--- src/evd_pkg.sv ---
// evd_pkg: shared constants and the command and status bundles of the
// euclidean vector distance block; used by evd_ctrl, evd_datapath and the top level
package evd_pkg;

	// fixed widths of the result fields
	localparam int DIST_W = 24;
	localparam int SUM_W  = 48;

	localparam logic [DIST_W-1:0] DIST_MAX = {DIST_W{1'b1}};
	localparam logic [SUM_W-1:0]  SUM_MAX  = {SUM_W{1'b1}};

	// controller to datapath
	typedef struct packed {
		logic take_in;     // element word accepted this cycle
		logic root_start;  // capture the sum, clear the accumulator
		logic root_step;   // one digit of the square root
		logic load_out;    // move the result into the output register
	} cmd_t;

	// datapath to controller
	typedef struct packed {
		logic last_in_acc; // last element being added this cycle
		logic out_free;    // output register empty or being taken
	} status_t;

endpackage

--- src/evd_ctrl.sv ---
// evd_ctrl: sequencer of the euclidean vector distance block
// depends on evd_pkg for cmd_t and status_t
module evd_ctrl #(
	parameter int ROOT_BITS = 24
) (
	input  logic             clk,
	input  logic             arst_n,
	input  logic             in_valid,
	input  logic             last_elem,
	input  evd_pkg::status_t st,
	output logic             in_ready,
	output evd_pkg::cmd_t    cmd
);

	localparam int CW = $clog2(ROOT_BITS);

	localparam logic [2:0] ST_RUN   = 3'd0;
	localparam logic [2:0] ST_DRAIN = 3'd1;
	localparam logic [2:0] ST_START = 3'd2;
	localparam logic [2:0] ST_ROOT  = 3'd3;
	localparam logic [2:0] ST_HOLD  = 3'd4;

	logic [2:0]    state_q;
	logic [CW-1:0] cnt_q;

	assign in_ready = (state_q == ST_RUN);

	always_comb begin
		cmd.take_in    = in_valid && in_ready;
		cmd.root_start = (state_q == ST_START);
		cmd.root_step  = (state_q == ST_ROOT);
		cmd.load_out   = (state_q == ST_HOLD) && st.out_free;
	end

	always_ff @(posedge clk or negedge arst_n) begin
		if (!arst_n) begin
			state_q <= ST_RUN;
			cnt_q   <= '0;
		end else begin
			unique case (state_q)
				ST_RUN: begin
					if (cmd.take_in && last_elem) state_q <= ST_DRAIN;
				end
				ST_DRAIN: begin
					if (st.last_in_acc) state_q <= ST_START;
				end
				ST_START: begin
					cnt_q   <= CW'(ROOT_BITS - 1);
					state_q <= ST_ROOT;
				end
				ST_ROOT: begin
					if (cnt_q == '0) state_q <= ST_HOLD;
					else cnt_q <= cnt_q - 1'b1;
				end
				ST_HOLD: begin
					if (st.out_free) state_q <= ST_RUN;
				end
				default: state_q <= ST_RUN;
			endcase
		end
	end

endmodule

--- src/evd_datapath.sv ---
// evd_datapath: difference, square, saturating accumulate, digit-by-digit
// square root and output register; depends on evd_pkg
module evd_datapath #(
	parameter int ELEM_BITS = 16,
	parameter int ACC_BITS  = 48
) (
	input  logic                          clk,
	input  logic                          arst_n,
	input  evd_pkg::cmd_t                 cmd,
	input  logic [ELEM_BITS-1:0]          query_elem,
	input  logic [ELEM_BITS-1:0]          base_elem,
	input  logic                          last_elem,
	input  logic                          out_ready,
	output evd_pkg::status_t              st,
	output logic                          out_valid,
	output logic [evd_pkg::DIST_W-1:0]    distance,
	output logic [evd_pkg::SUM_W-1:0]     squared_sum
);

	localparam int E       = ELEM_BITS;
	localparam int SQ_BITS = 2 * ELEM_BITS;
	localparam int AW      = ((ACC_BITS > SQ_BITS) ? ACC_BITS : SQ_BITS) + 1;
	localparam int R       = (ACC_BITS + 1) / 2;
	localparam int RW      = (R > evd_pkg::DIST_W) ? R : evd_pkg::DIST_W;
	localparam int SW      = (ACC_BITS > evd_pkg::SUM_W) ? ACC_BITS : evd_pkg::SUM_W;
	localparam logic [ACC_BITS-1:0] ACC_MAX = {ACC_BITS{1'b1}};

	// stage 1: magnitude of the difference
	logic [E:0]          diff_c;
	logic [E:0]          neg_c;
	logic [E-1:0]        absd_c;
	logic [E-1:0]        absd_s1;
	logic                last_s1;
	logic                vld_s1;

	always_comb begin
		diff_c = {query_elem[E-1], query_elem} - {base_elem[E-1], base_elem};
		neg_c  = (E+1)'(0) - diff_c;
		absd_c = diff_c[E] ? neg_c[E-1:0] : diff_c[E-1:0];
	end

	// stage 2: square
	logic [SQ_BITS-1:0]  sq_c;
	logic [SQ_BITS-1:0]  sq_s2;
	logic                last_s2;
	logic                vld_s2;

	assign sq_c = {{E{1'b0}}, absd_s1} * {{E{1'b0}}, absd_s1};

	always_ff @(posedge clk or negedge arst_n) begin
		if (!arst_n) begin
			vld_s1 <= 1'b0;
			vld_s2 <= 1'b0;
		end else begin
			vld_s1 <= cmd.take_in;
			vld_s2 <= vld_s1;
		end
	end

	always_ff @(posedge clk) begin
		if (cmd.take_in) begin
			absd_s1 <= absd_c;
			last_s1 <= last_elem;
		end
		if (vld_s1) begin
			sq_s2   <= sq_c;
			last_s2 <= last_s1;
		end
	end

	// saturating accumulator
	logic [AW-1:0]       total_c;
	logic [ACC_BITS-1:0] acc_nxt;
	logic [ACC_BITS-1:0] acc_q;

	always_comb begin
		total_c = AW'(acc_q) + AW'(sq_s2);
		acc_nxt = (total_c > AW'(ACC_MAX)) ? ACC_MAX : total_c[ACC_BITS-1:0];
	end

	always_ff @(posedge clk or negedge arst_n) begin
		if (!arst_n) begin
			acc_q <= '0;
		end else if (cmd.root_start) begin
			acc_q <= '0;
		end else if (vld_s2) begin
			acc_q <= acc_nxt;
		end
	end

	// square root, one result bit per step
	logic [2*R-1:0]      rad_q;
	logic [R+1:0]        rem_q;
	logic [R-1:0]        root_q;
	logic [R+1:0]        rem_sh;
	logic [R+1:0]        trial;
	logic [SW-1:0]       sum_ext;
	logic [evd_pkg::SUM_W-1:0] sum_sat;
	logic [evd_pkg::SUM_W-1:0] sum_q;

	always_comb begin
		rem_sh  = {rem_q[R-1:0], rad_q[2*R-1 -: 2]};
		trial   = {root_q, 2'b01};
		sum_ext = SW'(acc_q);
		sum_sat = (sum_ext > SW'(evd_pkg::SUM_MAX)) ? evd_pkg::SUM_MAX
			: sum_ext[evd_pkg::SUM_W-1:0];
	end

	always_ff @(posedge clk) begin
		if (cmd.root_start) begin
			rad_q  <= (2*R)'(acc_q);
			rem_q  <= '0;
			root_q <= '0;
			sum_q  <= sum_sat;
		end else if (cmd.root_step) begin
			rad_q <= rad_q << 2;
			if (rem_sh >= trial) begin
				rem_q  <= rem_sh - trial;
				root_q <= {root_q[R-2:0], 1'b1};
			end else begin
				rem_q  <= rem_sh;
				root_q <= {root_q[R-2:0], 1'b0};
			end
		end
	end

	// output register
	logic [RW-1:0]                root_ext;
	logic [evd_pkg::DIST_W-1:0]   dist_sat;
	logic                         out_valid_q;
	logic [evd_pkg::DIST_W-1:0]   distance_q;
	logic [evd_pkg::SUM_W-1:0]    squared_sum_q;

	always_comb begin
		root_ext = RW'(root_q);
		dist_sat = (root_ext > RW'(evd_pkg::DIST_MAX)) ? evd_pkg::DIST_MAX
			: root_ext[evd_pkg::DIST_W-1:0];
	end

	always_ff @(posedge clk or negedge arst_n) begin
		if (!arst_n) begin
			out_valid_q <= 1'b0;
		end else if (cmd.load_out) begin
			out_valid_q <= 1'b1;
		end else if (out_ready) begin
			out_valid_q <= 1'b0;
		end
	end

	always_ff @(posedge clk) begin
		if (cmd.load_out) begin
			distance_q    <= dist_sat;
			squared_sum_q <= sum_q;
		end
	end

	assign out_valid       = out_valid_q;
	assign distance        = distance_q;
	assign squared_sum     = squared_sum_q;
	assign st.last_in_acc  = vld_s2 && last_s2;
	assign st.out_free     = !out_valid_q || out_ready;

`ifndef ASSERT_OFF
	a_no_take_after_last: assert property (@(posedge clk) disable iff (!arst_n)
		(vld_s1 && last_s1) |-> !cmd.take_in)
		else $error("element word taken behind a last element");
	a_acc_cleared: assert property (@(posedge clk) disable iff (!arst_n)
		cmd.root_start |=> (acc_q == '0))
		else $error("accumulator not cleared after sum capture");
	a_no_overwrite: assert property (@(posedge clk) disable iff (!arst_n)
		cmd.load_out |-> (!out_valid_q || out_ready))
		else $error("result overwrites a waiting result");
	a_root_quiet: assert property (@(posedge clk) disable iff (!arst_n)
		(cmd.root_step || cmd.root_start) |-> (!vld_s1 && !vld_s2 && !cmd.take_in))
		else $error("element traffic during square root");
`endif

endmodule

--- src/euclidean_vector_distance.sv ---
// euclidean_vector_distance: top level, streaming L2 distance of two vectors
// depends on evd_pkg, evd_ctrl and evd_datapath
//
// Element words (query_elem, base_elem, last_elem) are taken one per cycle
// while a vector is streaming in: the difference, its square and the
// saturating 48-bit sum run as a three-stage pipeline. Once the word marked
// last is taken, in_ready drops: the pipeline drains, the sum is captured and
// the accumulator cleared, then the square root is worked out one result bit
// per cycle (ceil(ACC_BITS/2) result bits, 24 at the default width), and the
// result moves into the output register once that register is free.
// The finished result waits in its own output register, so the next vector
// may stream in while distance and squared_sum are still waiting to be
// taken. The sum sticks at its maximum on overflow; squared_sum and distance
// saturate at their field widths when ACC_BITS is wider than 48.
module euclidean_vector_distance #(
	parameter int ELEM_BITS = 16,
	parameter int ACC_BITS  = 48
) (
	input  logic                       clk,
	input  logic                       arst_n,
	// element words in
	input  logic                       in_valid,
	output logic                       in_ready,
	input  logic [ELEM_BITS-1:0]       query_elem,
	input  logic [ELEM_BITS-1:0]       base_elem,
	input  logic                       last_elem,
	// result words out
	output logic                       out_valid,
	input  logic                       out_ready,
	output logic [evd_pkg::DIST_W-1:0] distance,
	output logic [evd_pkg::SUM_W-1:0]  squared_sum
);

	// number of result bits of the square root
	localparam int ROOT_BITS = (ACC_BITS + 1) / 2;

	evd_pkg::cmd_t    cmd;
	evd_pkg::status_t st;

	// sequencer: intake, drain, root steps, hand-off to the output register
	evd_ctrl #(
		.ROOT_BITS (ROOT_BITS)
	) u_ctrl (
		.clk       (clk),
		.arst_n    (arst_n),
		.in_valid  (in_valid),
		.last_elem (last_elem),
		.st        (st),
		.in_ready  (in_ready),
		.cmd       (cmd)
	);

	// arithmetic and the output register
	evd_datapath #(
		.ELEM_BITS (ELEM_BITS),
		.ACC_BITS  (ACC_BITS)
	) u_datapath (
		.clk         (clk),
		.arst_n      (arst_n),
		.cmd         (cmd),
		.query_elem  (query_elem),
		.base_elem   (base_elem),
		.last_elem   (last_elem),
		.out_ready   (out_ready),
		.st          (st),
		.out_valid   (out_valid),
		.distance    (distance),
		.squared_sum (squared_sum)
	);

endmodule

--- config.mk ---
export PLATFORM = sky130hd
export DESIGN_NAME = euclidean_vector_distance
export DESIGN_NICKNAME = d
export VERILOG_FILES = /design/src/evd_pkg.sv /design/src/evd_ctrl.sv /design/src/evd_datapath.sv /design/src/euclidean_vector_distance.sv
export SDC_FILE = /design/constraint.sdc
export NUM_CORES = 1
export LEC_CHECK = 0
export ABC_CLOCK_PERIOD_IN_PS = 13540
export BUFFER_PORTS_ARGS = -buffer_cell sky130_fd_sc_hd__buf_2
export CORE_MARGIN = 10
export CORE_UTILIZATION = 30
export CTS_CLUSTER_DIAMETER = 80
export DETAILED_ROUTE_END_ITERATION = 8
export GPL_TIMING_DRIVEN = 0
export PLACE_DENSITY_LB_ADDON = 0.05
export SYNTH_ARGS = -nofsm -noshare
export SYNTH_HDL_FRONTEND = slang
export SYNTH_HIERARCHICAL = 1
export SYNTH_SLANG_ARGS = --single-unit
--- constraint.sdc ---
create_clock -name clk -period 13.54 [get_ports clk]
set_clock_uncertainty 0.15 [all_clocks]
set_input_delay 1.354 -clock clk [delete_from_list [all_inputs] [get_ports clk]]
set_output_delay 1.354 -clock clk [all_outputs]
set_load 0.01 [all_outputs]
==> impl_metrics.ini <==
[run_status]
status = complete, no violations

[pwr]
p_leak_nw = 11.38
power.sequential.fraction_pct = 33.8
power.ir.vdd_worst_uv = 77.12
power_frac_comb_pct = 42.4
power-per-cell-area_mw_per_mm2 = 165.9
power_frac_clock_pct = 23.9
cell_internal_pwr_w = 0.002740
power_switching_share_pct = 37.39
p_switching_w = 0.001636
totalPowerFinal_w = 0.004376

[finish]
nNetsFinal = 2733
final_layout_size_suffix_gt1_share_pct = 10.60
signed_area_change_from_the_synthesized_netlist_to_the_final_layout_pct = 13.95
finalCoreUtilization_pct = 34.62
stdcell_count = 3417
final.fill_count = 7787
num_antenna_cells = 0

[timing]
timing.final.crit_period_ps = 8099
tns_ps = 0
slew_headroom_pct = 18.94
worst_pin_slew_ps = 1216
setup_repair_after_global_routing_missed_its_margin = no
finalWorstSetupSlack_ps = 5441
setup_viol_count_final = 0
finalMaxSlewViolations = 0
finalHoldViolations = 0
achievable-frequency_mhz = 123.5
finalCritPeriodShare_pct = 59.82

[synthesis]
predominant_post_synthesis_flop_cell = sky130_fd_sc_hd__edfxtp_1
edff_count_synth = 217
ys_seq_area_share_pct = 38.67
synth_area_per_cell_um2 = 10.54
syn-num-nets = 2575
synth.top_cells.by_count = sky130_fd_sc_hd__inv_1, sky130_fd_sc_hd__edfxtp_1, sky130_fd_sc_hd__ha_1, sky130_fd_sc_hd__fa_1, sky130_fd_sc_hd__nor2_1
synth-async-reset-ratio_pct = 18.21
ys.warnings.count = 6
postSynthRegisterBits = 324
synth_area_mm2 = 0.02315
synth_top_cells_by_area = sky130_fd_sc_hd__edfxtp_1, sky130_fd_sc_hd__fa_1, sky130_fd_sc_hd__ha_1
leading_area_contributor_after_synthesis = sky130_fd_sc_hd__edfxtp_1
post_synth_inst_count = 2196
synthDominantCellAreaShare_pct = 28.15
synth.most_common_cell = sky130_fd_sc_hd__inv_1
synthDistinctLibCells = 77

[critical_path]
timing.critical_path.buf_inv = 5
critical_path_class = reg -> reg
crit_path_max_fanout = 10
path_delay_family = adder cells
cpMaxStageDelayCell = sky130_fd_sc_hd__fa_1
worst_setup_path_start_kind = flop
crit-reg2reg-launch = u_datapath/absd_s1[4]$_DFFE_PP_
cell_seen_most_often_among_critical_path_stages = sky130_fd_sc_hd__fa_1
end_kind = flop
timing.critical_path.required_ps = 13680
cp.arrival_ps = 8230
crit_start = u_datapath/absd_s1[4]$_DFFE_PP_
crit_chain = clkbuf_1, clkbuf_1, nand2_1, fa_1, fa_1, inv_1, fa_1, fa_1, fa_1, inv_1, fa_1, inv_1, ha_1, nand3_1, nor2_1, a211oi_1, a31oi_1, a211oi_1, nor2_1, o41ai_1, mux2i_1, nand3_1
slowest_delay_ps = 590

[place]
dp.cells = 3339
preCtsSetupSlack_ps = 5307
finalWeightedCongestion = 0.8407
dp_hpwl_um = 46160
port-buffer-count = 110

[worst_hold_path]
hold_path_startpoint = u_datapath/sum_q[29]$_SDFFCE_PN1P_
min-delay-path-class = reg -> reg

[routing]
final_routed_drc_violation_total = 0
wl_um = 58360
detail_route.iter0.violations = 641
drtAntennaViolNets = 0
num_vias = 15710
routedWlPerCell_um = 17.08
viasPerCell = 4.597
drt_pre_antenna_iters = 5

[global_routing]
global_route_wire_length_before_repair_um = 94610
grt_remaining_overflow = 0
grt_pass1_vias = 16830
largest_net_degree_at_the_start_of_global_routing = 62
number_of_antenna_violations_at_the_first_check_in_global_routing = 0
globalRouteTotalUtil_pct = 13.13

[clock_tree]
post_cts_buffers = 0
cts_buffer_depth = 3
cts_tree = built
cts_hold_fix_bufs = 0
clock_transition_at_the_register_clock_pins_on_the_worst_setup_and_hold_paths_after_cts_ps = 50
ctsRootBufferMaster = sky130_fd_sc_hd__clkbuf_16
cts_made_buffers = 43
htree_levels = 2
clkLatencyLatePin_ps = 570
clock_sinks = 324
cts_resized = 0

[floorplanning]
die_area_mm2 = 0.08868
dieHeight_um = 297.8
design.portCount = 111
design.core.area_mm2 = 0.07620
chipWidth_um = 297.8
rows = 101
initial_utilization_pct = 30.38

[job]
cap_viol_max_count = 0
-- cells by family after synthesis --
family | count (synthesis) | share of synthesized area [%]
AOI/OAI and AO/OA | 362 | 10.86
xor gates and xnor gates | 108 | 4.086
adders and majority gates | 342 | 23.83
buffers and inverters | 457 | 7.431
DFF | 324 | 38.67
muxes | 93 | 4.291
and+or+nand+nor | 510 | 10.82
-- layout make-up --
cell class | count | area (um^2) | share of cell area, %
Sequential cell | 324 | 8955 | 33.94
Multi-Input combinational cell | 1415 | 12490 | 47.34
Timing Repair Buffer | 113 | 628.1 | 2.381
Buffer | 148 | 560.5 | 2.125
Tap cell | 1030 | 1289 | 4.885
Clock inverter | 19 | 153.9 | 0.5833
Inverter | 309 | 1160 | 4.396
Clock buffer | 59 | 1146 | 4.344
-- power by group through the flow --
stage	Clock, W	Combinational (W)	Sequential [W]
after CTS	0.00109	0.00188	0.00148
after floorplan	0	0.00147	0.00142
after global routing	0.00113	0.00211	0.00151
after detailed placement	0	0.00186	0.00150
after global placement	0	0.00186	0.00150
final	0.00104	0.00185	0.00148
-- final timing paths --
check / end / slack [ps] / cells after the start
max in group asynchronous: u_datapath/acc_q[30]$_DFFE_PN0P_ / 11920 / 1
hold reg to reg: u_datapath/squared_sum[29]$_DFFE_PP_ / 260 / 0
min in group asynchronous: u_ctrl/cnt_q[2]$_DFFE_PN0P_ / 730 / 1
setup reg to reg: u_datapath/sq_s2[30]$_DFFE_PP_ / 5440 / 22
setup / recovery: u_datapath/sq_s2[30]$_DFFE_PP_ / 5440 / 22
hold / removal: u_datapath/squared_sum[29]$_DFFE_PP_ / 260 / 0
-- layout by cell type, fill, tap and decap left out, types with 30 or more instances in the layout --
cell type	count
sky130_fd_sc_hd__nand2_1	129
sky130_fd_sc_hd__edfxtp_1	217
sky130_fd_sc_hd__nor2_1	152
sky130_fd_sc_hd__o21ai_0	46
sky130_fd_sc_hd__a21oi_1	80
sky130_fd_sc_hd__xnor2_1	64
sky130_fd_sc_hd__clkbuf_16	43
sky130_fd_sc_hd__xor2_1	44
sky130_fd_sc_hd__a311oi_1	37
sky130_fd_sc_hd__nand3_1	30
sky130_fd_sc_hd__ha_1	177
sky130_fd_sc_hd__fa_1	165
sky130_fd_sc_hd__inv_1	309
sky130_fd_sc_hd__mux2i_1	43
sky130_fd_sc_hd__and2_1	64
sky130_fd_sc_hd__clkbuf_1	150
sky130_fd_sc_hd__a21o_1	44
sky130_fd_sc_hd__dfxtp_1	48
sky130_fd_sc_hd__mux2_2	50
sky130_fd_sc_hd__dfrtp_1	58
sky130_fd_sc_hd__a211oi_1	36
sky130_fd_sc_hd__buf_2	113
-- metal layers --
layer,global-route usage [%],wire (um),vias to the layer above
met5,0,0,-
met4,3.796,1451,0
met3,1.951,1919,79
met2,22.68,28060,232
met1,16.78,26930,7604
li1,-,-,7792
-- state kept, by name, indices dropped and copies added (netlist names) --
register                cells
u_datapath/rad_q           48
u_datapath/last_s1          1
u_datapath/acc_q           48
u_datapath/out_valid        1
u_ctrl/state_q              3
u_datapath/sq_s2           31
u_datapath/vld_s1           1
u_datapath/root_ext        24
u_datapath/vld_s2           1
u_datapath/squared_sum     48
u_datapath/rem_q           24
u_datapath/sum_q           48
u_ctrl/cnt_q                5
u_datapath/distance        24
u_datapath/last_s2          1
u_datapath/absd_s1         16
-- metrics by stage --
step | cell area (um^2) | hold WS [ps]
after global routing | 26380 | 269.7
after global placement | 24990 | 252.8
after floorplan | 23150 | 250.3
after detailed placement | 25080 | 255.2
after CTS | 26380 | 254.9
final | 26380 | 259.5
-- worst register-to-register path, delay by kind of cell (launching register included) --
family	cells	cell delay [ps]
and+or+nand+nor	5	540
DFF	1	380
adders and majority gates	7	3610
buffers and inverters	5	1120
AOI/OAI and AO/OA	4	1760
muxes	1	260
(Power assumes the default switching activity.)
